--- src/sv/gte_pkg.sv ---
// Shared codes, widths and defaults for the greedy triangulation edge block.
// No dependencies; every other file of the block depends on this package.
package gte_pkg;

	// Opcodes of an input beat
	typedef logic [1:0] opcode_t;
	localparam opcode_t OP_CLEAR = 2'd0;
	localparam opcode_t OP_LOAD  = 2'd1;
	localparam opcode_t OP_BUILD = 2'd2;
	localparam opcode_t OP_READ  = 2'd3;

	// Result status codes
	typedef logic [1:0] status_t;
	localparam status_t ST_OK    = 2'd0;
	localparam status_t ST_FULL  = 2'd1;
	localparam status_t ST_RANGE = 2'd2;

	// Squared length limit register
	localparam int LEN_W = 34;
	localparam logic [LEN_W-1:0] LIMIT_RESET = '1;

	// Default sizing
	localparam int MAX_POINTS_DEF = 32;
	localparam int MAX_PAIRS_DEF  = 496;
	localparam int COORD_BITS_DEF = 16;

	// Multiply-accumulate unit operations
	typedef logic [1:0] mac_op_t;
	localparam mac_op_t MAC_NOP  = 2'd0;
	localparam mac_op_t MAC_LOAD = 2'd1;
	localparam mac_op_t MAC_ADD  = 2'd2;
	localparam mac_op_t MAC_SUB  = 2'd3;

endpackage

--- src/sv/gte_mac.sv ---
// Shared signed multiply-accumulate unit: registered product, then accumulate.
// Depends on gte_pkg for the operation codes. Result passes the product and accumulate registers.
module gte_mac #(
	parameter int OPW   = 17,
	parameter int ACC_W = 36
) (
	input  logic                    clk,
	input  logic                    arst_n,
	input  logic signed [OPW-1:0]   a,
	input  logic signed [OPW-1:0]   b,
	input  gte_pkg::mac_op_t        op,
	output logic signed [ACC_W-1:0] acc
);
	import gte_pkg::*;

	logic signed [2*OPW-1:0] prod_s1;
	mac_op_t                 op_s1;
	logic signed [ACC_W-1:0] prod_ext;
	logic signed [ACC_W-1:0] acc_q;

	// product stage
	always_ff @(posedge clk or negedge arst_n) begin
		if (!arst_n) begin
			op_s1   <= MAC_NOP;
			prod_s1 <= '0;
		end else begin
			op_s1   <= op;
			prod_s1 <= a * b;
		end
	end

	assign prod_ext = ACC_W'(prod_s1);

	// accumulate stage
	always_ff @(posedge clk or negedge arst_n) begin
		if (!arst_n) begin
			acc_q <= '0;
		end else begin
			unique case (op_s1)
				MAC_LOAD: acc_q <= prod_ext;
				MAC_ADD:  acc_q <= acc_q + prod_ext;
				MAC_SUB:  acc_q <= acc_q - prod_ext;
				default:  acc_q <= acc_q;
			endcase
		end
	end

	assign acc = acc_q;

endmodule

--- config.mk ---
export PLATFORM = sky130hd
export DESIGN_NAME = gte_mac
export DESIGN_NICKNAME = d
export VERILOG_FILES = /design/src/sv/gte_pkg.sv /design/src/sv/gte_mac.sv
export SDC_FILE = /design/constraint.sdc
export NUM_CORES = 1
export LEC_CHECK = 0
export ABC_CLOCK_PERIOD_IN_PS = 7400
export BUFFER_PORTS_ARGS = -buffer_cell sky130_fd_sc_hd__buf_2
export CORE_UTILIZATION = 50
export DETAILED_ROUTE_END_ITERATION = 6
export GPL_TIMING_DRIVEN = 0
export PLACE_DENSITY_LB_ADDON = 0.15
export SETUP_SLACK_MARGIN = 0.15
export SLEW_MARGIN = 5
export SYNTH_ARGS = -nofsm -noshare
export SYNTH_HDL_FRONTEND = slang
export SYNTH_SLANG_ARGS = --single-unit
--- constraint.sdc ---
create_clock -name clk -period 7.4 [get_ports clk]
set_input_delay 1.48 -clock clk [delete_from_list [all_inputs] [get_ports clk]]
set_output_delay 1.48 -clock clk [all_outputs]
set_load 0.03 [all_outputs]
==> qor.yml <==
status: "finished, final reports clean"
port_buffers: 72
seq_area_frac_synth_pct: 11.37
critPathCaptureType: "flop"
arrival_ns: 7.28
min_period_ns: 7.060
rows: 64
reg2reg_slack_ns: 2.18
dieArea_sq_mm: 0.03241
dr_wl_met3_um: 2303
min_path_type: "reg -> reg"
slowest_delay_ns: 0.53
wirelength_um: 38980
cp_slowest_cell: "fa_1"
cts-root-buf: "clkbuf_16"
ys_ff_latch: 72
htreeDepth: 3
ys_warn_count: 0
wl_met1_um: 18590
cap_violations: 0
clk_path_buf_depth: 2
grt_usage_pct: 25.57
initial_utilization_pct: 51.26
num-nets-final: 2274
finalWeightedCongestion: 0.9354
finalHoldViolations: 0
syn-cell-area_sq_mm: 0.01585
antenna_cells: 0
grt_antenna_before_repair: 0
rsz0062_at_grt: "false"
cts_tree: "built"
final_max_slew_viol_count: 0
critical_path.top_delay_family: "adder cells"
dr.pass1.iters: 5
fill_cells: 2836
critPathBufInv: 7
vias: 11770
synth_cells: 1737
wl_per_cell_um: 17.57
regArea_sq_mm: 0.001802
die_w_um: 180.0
cts.clk_slew.worst_paths_ns: 0.06
top_layer: "met4"
grt_max_degree: 41
crit_top_cell: "fa_1"
ys.flop_type: "dfrtp_1"
fmax_ghz: 0.1416
syn_nets: 2193
crit_fanout: 10
multiInputGateArea_sq_mm: 0.01257
reg2regPathDepth: 21
routed_via_density: 5.302
synth_cell_type_count: 65
cts_made_buffers: 9
cts_hold_buf: 0
setup_viol: 0
synth_edf_count: 0
r2r-end: "acc[35]"
timing.rr.start: "prod_s1[0]"
drive_gt1_share_pct: 8.009
crit_required_ns: 7.62
hold_end: "acc[32]"
die_h_um: 180.0
grt_overflow: 0
finClkSkew_ns: 0.009544
coreArea_sq_mm: 0.03091
ioPinCount: 74
grt_pass1_wl_um: 65900
drc_errors: 0
clock_latency_ns: 0.34
cts_num_sinks: 72
synthArstFlopShare_pct: 100.0
period_share_pct: 95.40
crit_chain: "buf_2 > clkbuf_4 > and2_1 > fa_1 > inv_1 > fa_1 > fa_1 > inv_1 > fa_1 > fa_1 > inv_1 > fa_1 > inv_1 > ha_2 > nand4_1 > inv_1 > o211ai_1 > a31oi_2 > o21ai_2 > a211oi_2 > nor2_1 > a211o_1 > xnor2_1"
drt_iter0_drc: 868
dp_slack_ns: -0.6453
dpl-instance-area_sq_mm: 0.01672
grt_pass1_vias: 12470
critPathLaunchType: "input port"
met2_length_um: 17360
dpl.hpwl_um: 33370
tightestPinTransition_ns: 0.9589
slew_headroom_pct: 36.08
drtAntennaViolNets: 0
fin_util_pct: 55.53
layout_setup_ws_ns: 0.3403
crit_type: "in -> reg"
holdPathStages: 2
hold_start: "acc[32]"
final_area_sq_mm: 0.01717
syn2layout_area_growth_pct: 8.331
avgSynthCellArea_sq_um: 9.122
setup_tns_ns: 0
[metrics by stage]
stage               std cells  hold slack [ns]
global placement         2205           0.5867
CTS                      2221           0.6030
global route             2219           0.6394
detailed placement       2206           0.5867
finish                   2219           0.5972
floorplan                1737           0.5552
[state kept, by name (all words and copies together), names as in the netlist]
register	cells
prod_s1	34
op_s1	2
acc	36
[per-layer routing]
layer,global-route usage (%),vias to the layer above
met2,41.73,363
met4,5.573,0
met3,3.112,43
met5,0,-
met1,36.66,5809
li1,-,5550
[cells by family (layout without fill, tap and decap cells)]
group	Yosys count	after routing	share of synthesized area, %
adder cells (fa/ha/maj)	418	418	47.08
AO/OA/AOI/OAI	227	227	8.931
AND/OR/NAND/NOR	489	489	15.90
flip-flops	72	72	11.37
multiplexers	29	29	1.848
buffers and inverters	409	495	9.689
XOR/XNOR	93	93	5.188
[tightest hold or removal path: stages (launching register included)]
cell	delay (ns)
dfrtp_1	0.37
mux2i_1	0.08
o21ai_1	0.11
[worst max path at each step]
stage | start | to | slack, ns | cells past startpoint
finish | b[5] | prod_s1[31] | 0.34 | 23
detailed placement | a[11] | prod_s1[33] | -0.65 | 22
floorplan | a[11] | prod_s1[33] | 0.44 | 21
global route | a[16] | prod_s1[32] | 0.13 | 23
global placement | a[11] | prod_s1[33] | -0.58 | 22
CTS | b[6] | prod_s1[33] | 0.12 | 23
[layout make-up]
type / instances / share of cell area [%]
Buffer: 47 / 1.319
Clock buffer: 9 / 1.312
Clock inverter: 7 / 0.5977
Inverter: 355 / 7.763
Multi-Input combinational cell: 1256 / 73.22
Sequential cell: 72 / 10.50
Tap cell: 396 / 2.887
Timing Repair Buffer: 77 / 2.405
[cell usage in the layout (no fill, tap or decap), types with 5 or more instances in the layout]
master,Yosys,final
xor2_1,35,35
dfrtp_1,72,72
o21a_1,11,10
nor2b_1,15,15
buf_4,0,8
clkbuf_2,0,10
or3_1,7,7
a21oi_1,64,63
nor2_1,52,52
nand2_1,180,180
o31ai_1,9,9
mux2i_1,27,27
nand4_1,5,5
clkbuf_4,0,7
ha_1,121,119
and2_1,146,146
xnor2_1,57,57
a211oi_1,14,13
a21o_1,20,20
clkbuf_1,51,24
o21ai_0,46,46
nand3_1,14,14
fa_1,297,294
nand3b_1,5,5
inv_1,354,354
buf_2,0,71
o21ai_1,19,18
nor3_1,14,14
and3_1,7,7
nand2b_1,18,18
clkbuf_16,0,9
[cell usage after synthesis, types with 7 or more instances]
cell | number | area share, %
nand3_1 | 14 | 0.44
nand2_1 | 180 | 4.3
dfrtp_1 | 72 | 11
xnor2_1 | 57 | 3.2
fa_1 | 297 | 38
xor2_1 | 35 | 1.9
o21ai_1 | 19 | 0.60
or3_1 | 7 | 0.28
o21a_1 | 11 | 0.52
nor2b_1 | 15 | 0.59
inv_1 | 354 | 8.4
ha_1 | 121 | 9.6
o31ai_1 | 9 | 0.43
nor3_1 | 14 | 0.44
mux2i_1 | 27 | 1.7
clkbuf_1 | 51 | 1.2
a21o_1 | 20 | 0.95
and2_1 | 146 | 5.8
and3_1 | 7 | 0.28
o21ai_0 | 46 | 1.5
nand2b_1 | 18 | 0.71
a21oi_1 | 64 | 2.0
nor2_1 | 52 | 1.2
a211oi_1 | 14 | 0.66
[repair_timing]
item,CTS,global route
setup endpoints to repair,8,10
pin swaps,1,6
resized for setup,18,44
buffers inserted,0,4
Power is left out: the tool's default activity adds up to more than one toggle a clock period on the data nets, which glitch-free logic cannot reach.
